--- src/rtl/tgs_pkg.sv ---
`timescale 1ns / 1ps
// Shared types and constants for the timestamp gap segmenter.
// No dependencies; every other file in rtl/ imports this package.
package tgs_pkg;

	// Action codes of an input beat.
	localparam logic [1:0] ACT_CLEAR = 2'd0;
	localparam logic [1:0] ACT_LOAD  = 2'd1;
	localparam logic [1:0] ACT_NEXT  = 2'd2;
	localparam logic [1:0] ACT_CHECK = 2'd3;

	// Verdict codes of an output beat.
	localparam logic [3:0] V_OK         = 4'd0;
	localparam logic [3:0] V_RESTART    = 4'd1;
	localparam logic [3:0] V_STALE      = 4'd2;
	localparam logic [3:0] V_FILLED     = 4'd3;
	localparam logic [3:0] V_SPLIT      = 4'd4;
	localparam logic [3:0] V_NO_SEGMENT = 4'd5;
	localparam logic [3:0] V_ODD_GAP    = 4'd6;
	localparam logic [3:0] V_FULL       = 4'd7;
	localparam logic [3:0] V_LOADED     = 4'd8;
	localparam logic [3:0] V_NONE_LEFT  = 4'd9;

	// Configuration register indexes.
	localparam logic [1:0] CFG_INIT_MODE = 2'd0;
	localparam logic [1:0] CFG_WRAP      = 2'd1;
	localparam logic [1:0] CFG_GAP_LIMIT = 2'd2;

	localparam logic [15:0] GAP_LIMIT_RESET = 16'd7200;
	localparam logic [31:0] MIDNIGHT_LAST   = 32'd86399;

	typedef struct packed {
		logic        init_mode;
		logic        wrap_at_midnight;
		logic [15:0] short_gap_limit;
	} cfg_t;

	typedef struct packed {
		logic [1:0]  action;
		logic [31:0] time_stamp;
		logic [31:0] interval_begin;
		logic [31:0] interval_end;
		logic        end_open;
	} in_t;

	typedef struct packed {
		logic [3:0]  verdict;
		logic [31:0] fill_start;
		logic [15:0] fill_count;
		logic [31:0] seg_begin;
		logic [31:0] seg_end;
		logic        seg_open;
	} out_t;

	// One interval of the table.
	typedef struct packed {
		logic [31:0] seg_begin;
		logic [31:0] seg_end;
		logic        seg_open;
	} entry_t;

endpackage

--- src/rtl/tgs_table.sv ---
`timescale 1ns / 1ps
// Interval table: one write port and one read port with registered read data.
// Depends on tgs_pkg for the entry type.
module tgs_table #(
	parameter int DEPTH = 16
) (
	input  logic                     clk,
	input  logic                     we,
	input  logic [$clog2(DEPTH)-1:0] waddr,
	input  tgs_pkg::entry_t          wdata,
	input  logic [$clog2(DEPTH)-1:0] raddr,
	output tgs_pkg::entry_t          rdata
);
	import tgs_pkg::*;

	entry_t mem_q [DEPTH];
	entry_t rdata_q;

	always_ff @(posedge clk) begin
		if (we) begin
			mem_q[waddr] <= wdata;
		end
		rdata_q <= mem_q[raddr];
	end

	assign rdata = rdata_q;

endmodule

--- src/rtl/tgs_ctrl.sv ---
`timescale 1ns / 1ps
// Sequencer of the segmenter: runs each action against the interval table,
// holds counters, last time and the output register. Depends on tgs_pkg, tgs_table.
module tgs_ctrl #(
	parameter int TABLE_DEPTH = 16
) (
	input  logic          clk,
	input  logic          arst_n,
	input  tgs_pkg::cfg_t cfg,
	input  logic          in_valid,
	output logic          in_ready,
	input  tgs_pkg::in_t  in_data,
	output logic          out_valid,
	input  logic          out_ready,
	output tgs_pkg::out_t out_data
);
	import tgs_pkg::*;

	localparam int AW = $clog2(TABLE_DEPTH);
	localparam int CW = $clog2(TABLE_DEPTH + 1);

	localparam logic [3:0] ST_IDLE     = 4'd0;
	localparam logic [3:0] ST_EXEC     = 4'd1;
	localparam logic [3:0] ST_NEXT_RD  = 4'd2;
	localparam logic [3:0] ST_NEXT_DAT = 4'd3;
	localparam logic [3:0] ST_SRCH_RD  = 4'd4;
	localparam logic [3:0] ST_SRCH_EV  = 4'd5;
	localparam logic [3:0] ST_SHIFT_RD = 4'd6;
	localparam logic [3:0] ST_SHIFT_WR = 4'd7;
	localparam logic [3:0] ST_FIX_UP   = 4'd8;
	localparam logic [3:0] ST_FIX_LOW  = 4'd9;
	localparam logic [3:0] ST_DONE     = 4'd10;

	logic [3:0]    state_q;
	in_t           item_q;
	out_t          res_q;
	out_t          out_q;
	logic          out_valid_q;
	logic [CW-1:0] cnt_q;
	logic [CW-1:0] cur_q;
	logic          started_q;
	logic          ltv_q;
	logic [31:0]   last_q;
	logic [CW-1:0] i_q;
	logic [CW-1:0] j_q;
	entry_t        ent_q;

	logic          mem_we;
	logic [AW-1:0] mem_waddr;
	entry_t        mem_wdata;
	logic [AW-1:0] mem_raddr;
	entry_t        rd_data;

	logic          seq_ok;
	logic [31:0]   diff;
	logic [31:0]   diff_m1;
	logic          short_gap;
	logic          tbl_full;
	logic [CW-1:0] cnt_eff;
	logic [CW-1:0] nxt;
	logic [CW-1:0] i_inc;
	logic [CW-1:0] j_dec;
	logic          hit;
	logic          covers;

	// A result beat that carries only a verdict.
	function automatic out_t verdict_only(input logic [3:0] v);
		out_t r;
		r         = '0;
		r.verdict = v;
		return r;
	endfunction

	tgs_table #(
		.DEPTH(TABLE_DEPTH)
	) u_table (
		.clk  (clk),
		.we   (mem_we),
		.waddr(mem_waddr),
		.wdata(mem_wdata),
		.raddr(mem_raddr),
		.rdata(rd_data)
	);

	assign seq_ok = !ltv_q
		|| ({1'b0, last_q} + 33'd1 == {1'b0, item_q.time_stamp})
		|| (cfg.wrap_at_midnight && item_q.time_stamp == 32'd0 && last_q == MIDNIGHT_LAST);
	assign diff      = item_q.time_stamp - last_q;
	assign diff_m1   = diff - 32'd1;
	assign short_gap = diff < {16'd0, cfg.short_gap_limit};
	assign tbl_full  = cnt_q >= CW'(TABLE_DEPTH);
	assign cnt_eff   = (cnt_q == '0) ? CW'(1) : cnt_q;
	assign nxt       = started_q ? cur_q + CW'(1) : '0;
	assign i_inc     = i_q + CW'(1);
	assign j_dec     = j_q - CW'(1);
	// The active interval holds the last time, or it runs open to the end of data.
	assign hit    = (last_q > rd_data.seg_begin && last_q <= rd_data.seg_end) || rd_data.seg_open;
	assign covers = item_q.time_stamp <= rd_data.seg_end || rd_data.seg_open;

	always_comb begin
		mem_we    = 1'b0;
		mem_waddr = cnt_q[AW-1:0];
		mem_wdata = '{seg_begin: item_q.interval_begin, seg_end: item_q.interval_end,
			seg_open: item_q.end_open};
		mem_raddr = '0;
		unique case (state_q)
			ST_EXEC: begin
				if (item_q.action == ACT_LOAD && !tbl_full) begin
					mem_we = 1'b1;
				end else if (item_q.action == ACT_NEXT && cnt_q == '0) begin
					// An empty table gets one open interval starting at zero.
					mem_we    = 1'b1;
					mem_waddr = '0;
					mem_wdata = '{seg_begin: 32'd0, seg_end: 32'd0, seg_open: 1'b1};
				end
			end
			ST_NEXT_RD: mem_raddr = cur_q[AW-1:0];
			ST_SRCH_RD: mem_raddr = i_q[AW-1:0];
			ST_SHIFT_RD: mem_raddr = j_dec[AW-1:0];
			ST_SHIFT_WR: begin
				mem_we    = 1'b1;
				mem_waddr = j_q[AW-1:0];
				mem_wdata = rd_data;
			end
			ST_FIX_UP: begin
				// Upper half of the split starts at the new stamp.
				mem_we    = 1'b1;
				mem_waddr = i_inc[AW-1:0];
				mem_wdata = '{seg_begin: item_q.time_stamp, seg_end: ent_q.seg_end,
					seg_open: ent_q.seg_open};
			end
			ST_FIX_LOW: begin
				mem_we    = 1'b1;
				mem_waddr = i_q[AW-1:0];
				mem_wdata = '{seg_begin: ent_q.seg_begin, seg_end: last_q, seg_open: 1'b0};
			end
			default: begin
			end
		endcase
	end

	always_ff @(posedge clk or negedge arst_n) begin
		if (!arst_n) begin
			state_q     <= ST_IDLE;
			item_q      <= '0;
			res_q       <= '0;
			out_q       <= '0;
			out_valid_q <= 1'b0;
			cnt_q       <= '0;
			cur_q       <= '0;
			started_q   <= 1'b0;
			ltv_q       <= 1'b0;
			last_q      <= '0;
			i_q         <= '0;
			j_q         <= '0;
			ent_q       <= '0;
		end else begin
			if (state_q == ST_DONE && (!out_valid_q || out_ready)) begin
				out_valid_q <= 1'b1;
			end else if (out_valid_q && out_ready) begin
				out_valid_q <= 1'b0;
			end
			unique case (state_q)
				ST_IDLE: begin
					if (in_valid) begin
						item_q  <= in_data;
						state_q <= ST_EXEC;
					end
				end
				ST_EXEC: begin
					unique case (item_q.action)
						ACT_CLEAR: begin
							cnt_q     <= '0;
							cur_q     <= '0;
							started_q <= 1'b0;
							ltv_q     <= 1'b0;
							res_q     <= verdict_only(V_OK);
							state_q   <= ST_DONE;
						end
						ACT_LOAD: begin
							if (tbl_full) begin
								res_q <= verdict_only(V_FULL);
							end else begin
								cnt_q <= cnt_q + CW'(1);
								res_q <= verdict_only(V_LOADED);
							end
							state_q <= ST_DONE;
						end
						ACT_NEXT: begin
							if (cnt_q == '0) begin
								cnt_q <= CW'(1);
							end
							if (nxt >= cnt_eff) begin
								res_q   <= verdict_only(V_NONE_LEFT);
								state_q <= ST_DONE;
							end else begin
								cur_q     <= nxt;
								started_q <= 1'b1;
								ltv_q     <= 1'b0;
								state_q   <= ST_NEXT_RD;
							end
						end
						ACT_CHECK: begin
							priority if (seq_ok) begin
								last_q  <= item_q.time_stamp;
								ltv_q   <= 1'b1;
								res_q   <= verdict_only(V_OK);
								state_q <= ST_DONE;
							end else if (cfg.init_mode) begin
								ltv_q   <= 1'b0;
								res_q   <= verdict_only(V_RESTART);
								state_q <= ST_DONE;
							end else if (last_q >= item_q.time_stamp) begin
								res_q   <= verdict_only(V_STALE);
								state_q <= ST_DONE;
							end else if (short_gap) begin
								last_q  <= item_q.time_stamp;
								res_q   <= '{verdict: V_FILLED, fill_start: last_q,
									fill_count: diff_m1[15:0], seg_begin: 32'd0,
									seg_end: 32'd0, seg_open: 1'b0};
								state_q <= ST_DONE;
							end else begin
								i_q     <= '0;
								state_q <= ST_SRCH_RD;
							end
						end
					endcase
				end
				ST_NEXT_RD: state_q <= ST_NEXT_DAT;
				ST_NEXT_DAT: begin
					res_q   <= '{verdict: V_OK, fill_start: 32'd0, fill_count: 16'd0,
						seg_begin: rd_data.seg_begin, seg_end: rd_data.seg_end,
						seg_open: rd_data.seg_open};
					state_q <= ST_DONE;
				end
				ST_SRCH_RD: begin
					if (i_q >= cnt_q) begin
						res_q   <= verdict_only(V_NO_SEGMENT);
						state_q <= ST_DONE;
					end else begin
						state_q <= ST_SRCH_EV;
					end
				end
				ST_SRCH_EV: begin
					if (!hit) begin
						i_q     <= i_inc;
						state_q <= ST_SRCH_RD;
					end else begin
						ent_q <= rd_data;
						if (!covers) begin
							last_q  <= item_q.time_stamp;
							res_q   <= verdict_only(V_ODD_GAP);
							state_q <= ST_DONE;
						end else if (tbl_full) begin
							res_q   <= verdict_only(V_FULL);
							state_q <= ST_DONE;
						end else begin
							j_q     <= cnt_q;
							state_q <= ST_SHIFT_RD;
						end
					end
				end
				ST_SHIFT_RD: begin
					// Entries above the hit move up by one, from the top down.
					if (j_q <= i_inc) begin
						state_q <= ST_FIX_UP;
					end else begin
						state_q <= ST_SHIFT_WR;
					end
				end
				ST_SHIFT_WR: begin
					j_q     <= j_dec;
					state_q <= ST_SHIFT_RD;
				end
				ST_FIX_UP: state_q <= ST_FIX_LOW;
				ST_FIX_LOW: begin
					cnt_q   <= cnt_q + CW'(1);
					res_q   <= verdict_only(V_SPLIT);
					state_q <= ST_DONE;
				end
				ST_DONE: begin
					if (!out_valid_q || out_ready) begin
						out_q   <= res_q;
						state_q <= ST_IDLE;
					end
				end
				default: state_q <= ST_IDLE;
			endcase
		end
	end

	assign in_ready  = (state_q == ST_IDLE);
	assign out_valid = out_valid_q;
	assign out_data  = out_q;

endmodule

--- src/rtl/timestamp_gap_segmenter_unit.sv ---
`timescale 1ns / 1ps
// Timestamp gap segmenter: keeps a table of time intervals and classifies
// record times against the last one. Depends on tgs_pkg, tgs_ctrl.
//
// Use: one input beat (in_valid/in_ready, in_data) carries an action: clear,
// load an interval, hand out the next interval, or check a time stamp. Each
// input beat gives exactly one output beat (out_valid/out_ready, out_data).
// Configuration (cfg_we, cfg_index, cfg_data) must be written only while idle;
// the unit itself does not enforce this. Clear, load and quick checks pass
// through the execute and done states; next-interval adds a table read. A check
// that falls into a long gap reads and evaluates each table entry visited; a
// split then moves each entry above the hit with a read and a write and writes
// the two halves. One item is in work at a time: a new one is taken only when
// the previous has reached the output register.
// An output register holds a finished result; the next item is taken while
// it waits, but its own result waits until the receiver takes the previous.
// Reset empties the table, clears the handout pointer and the last time, and
// loads the registers with their defaults (gap limit 7200). Table storage is
// not cleared; only entries that were loaded are ever read.
module timestamp_gap_segmenter_unit #(
	parameter int TABLE_DEPTH = 16
) (
	input  logic          clk,
	input  logic          arst_n,
	input  logic          in_valid,
	output logic          in_ready,
	input  tgs_pkg::in_t  in_data,
	output logic          out_valid,
	input  logic          out_ready,
	output tgs_pkg::out_t out_data,
	input  logic          cfg_we,
	input  logic [1:0]    cfg_index,
	input  logic [15:0]   cfg_data
);
	import tgs_pkg::*;

	cfg_t cfg_q;

	always_ff @(posedge clk or negedge arst_n) begin
		if (!arst_n) begin
			cfg_q.init_mode        <= 1'b0;
			cfg_q.wrap_at_midnight <= 1'b0;
			cfg_q.short_gap_limit  <= GAP_LIMIT_RESET;
		end else if (cfg_we) begin
			unique case (cfg_index)
				CFG_INIT_MODE: cfg_q.init_mode        <= cfg_data[0];
				CFG_WRAP:      cfg_q.wrap_at_midnight <= cfg_data[0];
				CFG_GAP_LIMIT: cfg_q.short_gap_limit  <= cfg_data;
				default: begin
				end
			endcase
		end
	end

	tgs_ctrl #(
		.TABLE_DEPTH(TABLE_DEPTH)
	) u_ctrl (
		.clk      (clk),
		.arst_n   (arst_n),
		.cfg      (cfg_q),
		.in_valid (in_valid),
		.in_ready (in_ready),
		.in_data  (in_data),
		.out_valid(out_valid),
		.out_ready(out_ready),
		.out_data (out_data)
	);

endmodule
--- config.mk ---
export PLATFORM = sky130hd
export DESIGN_NAME = timestamp_gap_segmenter_unit
export DESIGN_NICKNAME = d
export VERILOG_FILES = /design/src/rtl/tgs_pkg.sv /design/src/rtl/tgs_table.sv /design/src/rtl/tgs_ctrl.sv /design/src/rtl/timestamp_gap_segmenter_unit.sv
export SDC_FILE = /design/constraint.sdc
export NUM_CORES = 2
export LEC_CHECK = 0
export ABC_AREA = 0
export BUFFER_PORTS_ARGS = -buffer_cell sky130_fd_sc_hd__clkbuf_2
export CORE_ASPECT_RATIO = 1.25
export CORE_MARGIN = 3
export CORE_UTILIZATION = 60
export CTS_CLUSTER_SIZE = 16
export DETAILED_ROUTE_END_ITERATION = 7
export PLACE_DENSITY = 0.81
export SYNTH_ARGS = -nofsm -noshare
export SYNTH_HDL_FRONTEND = slang
export SYNTH_SLANG_ARGS = --single-unit
--- constraint.sdc ---
create_clock -name clk -period 6.7 [get_ports clk]
set_input_delay 1.34 -clock clk [delete_from_list [all_inputs] [get_ports clk]]
set_output_delay 1.34 -clock clk [all_outputs]
set_load 0.01 [all_outputs]
==> impl_results.md <==
* Die H at about 380 um
* Cts repair resizes at 0
* Total Die Area at 119000 um^2
* Crit path launch type: flop
* CTS sink count at about 1600
* Largest net degree at the start of global routing at between 150 and 200
* Total congestion overflow at 0
* PwrDens at 447 nW/um^2
* Wire length per cell at roughly 28 um
* Max Clk Rate at 169 MHz
* Top fanout value on the critical path at 32
* P&R area growth vs syn at 11.8%
* Critical path class: reg -> reg
* Lkg Pwr at a little under 30 nW
* RSZ-0062 raised after global routing: no
* Dpl cell area at around 72000 um^2
* Placer Congestion at 1.04
* Share of layout cells above drive strength 1 at between 10% and 20%
* Clk_skew at between 0.02 and 0.03 ns
* TritonCTS buffer count at around 150
* Post-CTS Hold Fix Bufs at 0
* Final Cycle Share at about nine tenths
* Sum Neg Setup Slack at 0 ns
* Std cell rows at roughly 140
* Ys flop type: edfxtp_1
* Final Hold Viols at 0
* Syn_nets at around 5800
* Nets at about 6000
* Worst min path class: reg -> reg
* Status: finished, final reports clean
* Finished Cell Area at ~77000 um^2
* Initial antenna violation count at 14
* Worst slew pin tran at around 1.5 ns
* Worst vdd ir at 0.000357 V
* Arrival time at the worst endpoint at around 6.6 ns
* Max Cap Viol at 0
* Crit end category: flop
* CP required at ~7.4 ns
* Pre-Repair DR Iteration Count at 8
* HPWL after detailed placement at 128 mm
* Max-Slew Margin vs Limit at less than 1%
* Fraction of registers with async set/reset at between 30% and 40%
* IO Count at between 200 and 250
* Buf/Inv on CP at 1
* Port Buf Inserts at between 200 and 250
* Vias post-DR at around 48000
* Synth unique cells at 91
* Global router's overall resource usage at 34.4%
* Clock latency on the worst-skew pair at 0.78 ns
* Final min period at about 5.9 ns
* Core area at roughly 110000 um^2
* Max stage delay on crit path at 0.69 ns
* Largest area contributor in the netlist: edfxtp_1
* Worst path top cell family by delay: compound AO/OA/AOI/OAI gates
* Antenna Violating Nets Remaining at 0
* CP Cell Sequence: ha_1 -> fa_1 -> nand2b_1 -> a21o_1 -> a21boi_0 -> o21ai_0 -> a21boi_0 -> nor2_1 -> ha_1 -> a21o_1 -> a31oi_1 -> o211ai_1 -> a31oi_1 -> o32a_1 -> nand4_1 -> nor4_4 -> nand3_1 -> a21oi_4 -> buf_4 -> mux2_2
* H-tree depth at 4
* Vias in the first global route at between 40000 and 50000
* Post-synthesis sequential area ratio at about 65%
* Synth Warn # at 0
* Clk pin slew, worst setup/hold paths at approximately 0.06 ns
* Root buffer cell: clkbuf_16
* Endpoints failing setup at 0
* Post-synthesis cell count at roughly 5600
* DR DRC count at 0
* Synthesized flop and latch total at 1580
* Most frequent cells after synthesis: edfxtp_1 (1040), nand2_1 (1032), dfrtp_1 (471)
* Max stage delay cell, worst path: nor4_4
* CTS tree: yes
* Average size of a mapped cell at 12.4 um^2
* Top cells by area, synth: edfxtp_1 (45%), dfrtp_1 (17%), nand2_1 (5.6%)
* Slew Viols, Final at 0
* Effective utilization at floorplan at about three fifths
* Die width at 309 um
* First-pass GRT wire length at 299 mm
* Drt total wl at ~210 mm
* Iter 0 DRT Violations at slightly below 7000
* Longest Clk Path Bufs at 3
* Post-synth EDFFs at between 1000 and 1500
* DR vias/cell at 6.63
* Most frequent cell after synthesis: edfxtp_1
* Post-CTS Setup Repair Bufs at 0
* Synthesized area at about 70000 um^2
* Area share of the largest cell type after synthesis at 45.4%
==> area by class of cell <==
cell class | count | area, um^2
sequential | 1580 | 44400
fill | 7634 | 36600
multi-input combinational | 3453 | 22500
clock buffer | 213 | 4230
timing repair buffer | 356 | 2540
tap | 1470 | 1840
clock inverter | 62 | 733
inverter | 150 | 563
antenna | 5 | 12.5
==> sequential cells by signal, summed over array words and instances, names as in the netlist, 18 cells and up <==
name / flops
u_ctrl.item_q: 99
cfg_q: 18
u_ctrl.res_q: 117
u_ctrl.out_data: 117
u_ctrl.ent_q: 65
u_ctrl.u_table.rdata: 65
u_ctrl.last_q: 32
u_ctrl.u_table.mem_q: 1040
==> per-stage QoR <==
| step | instances | utilization, % | worst slack, ns | total power [mW] | hold slack, ns |
|---|---|---|---|---|---|
| after global placement | 7007 | 63.3 | 0.969 | 25.2 | 0.462 |
| after detailed placement | 7007 | 63.3 | 0.908 | 25.5 | 0.471 |
| after floorplan | 5555 | - | 1.37 | 21.0 | 0.450 |
| after CTS | 7282 | 67.7 | 0.870 | 34.0 | 0.485 |
| after global routing | 7284 | 67.7 | 0.530 | 35.7 | 0.503 |
| final | 7289 | 67.8 | 0.796 | 34.4 | 0.484 |
==> layout by cell type, fill, tap and decap left out, types with 116 or more instances in the layout <==
master	count
edfxtp_1	1040
a22o_1	116
a21oi_1	222
clkbuf_2	239
ha_1	169
mux2_2	268
a211oi_1	274
a311oi_1	133
nor2_1	152
nand2_1	1027
dfrtp_1	471
inv_1	150
clkbuf_16	153
and2_1	195
a31oi_1	151
o21ai_0	141
==> worst min-delay path, cell delays in order (launching register included) <==
cell     delay (ns)
dfrtp_1        0.35
nand2_1        0.05
o21ai_0        0.06
==> routing by layer <==
metal  track usage, %  routed length (um)  up-vias
met4             21.7               14600       12
met3             7.52               21500      681
li1                 -                   -    20926
met2             54.4               96500     2922
met5                0                  76        -
met1             43.3               73100    23792
==> worst paths after layout <==
kind / slack (ns) / depth (start not counted) / to / startpoint
setup / recovery: 0.80 / 20 / u_ctrl.last_q[16] / u_ctrl.last_q[0]
hold / removal: 0.48 / 2 / u_ctrl.ent_q[15] / u_ctrl.ent_q[15]
setup reg to reg: 0.80 / 20 / u_ctrl.last_q[16] / u_ctrl.last_q[0]
hold reg to reg: 0.48 / 2 / u_ctrl.ent_q[15] / u_ctrl.ent_q[15]
max in group asynchronous: 4.73 / 2 / u_ctrl.item_q[41] / arst_n
min in group asynchronous: 0.57 / 1 / u_ctrl.cnt_q[1] / arst_n
==> report_power, final <==
group | internal, mW | leakage, nW | switching (mW)
sequential | 13.1 | 16.2 | 1.51
combinational | 3.68 | 11.2 | 7.49
clock | 4.93 | 2.42 | 3.64
==> logic make-up after synthesis <==
| group | after synthesis | share of synthesized area (%) |
|---|---|---|
| buffers and inverters | 522 | 2.97 |
| flip-flops | 1580 | 64.6 |
| adder cells (fa/ha/maj) | 170 | 3.10 |
| XOR/XNOR | 72 | 0.917 |
| AO/OA/AOI/OAI | 1253 | 12.9 |
| multiplexers | 285 | 4.65 |
| AND/OR/NAND/NOR | 1673 | 10.8 |
(Power assumes the default switching activity.)
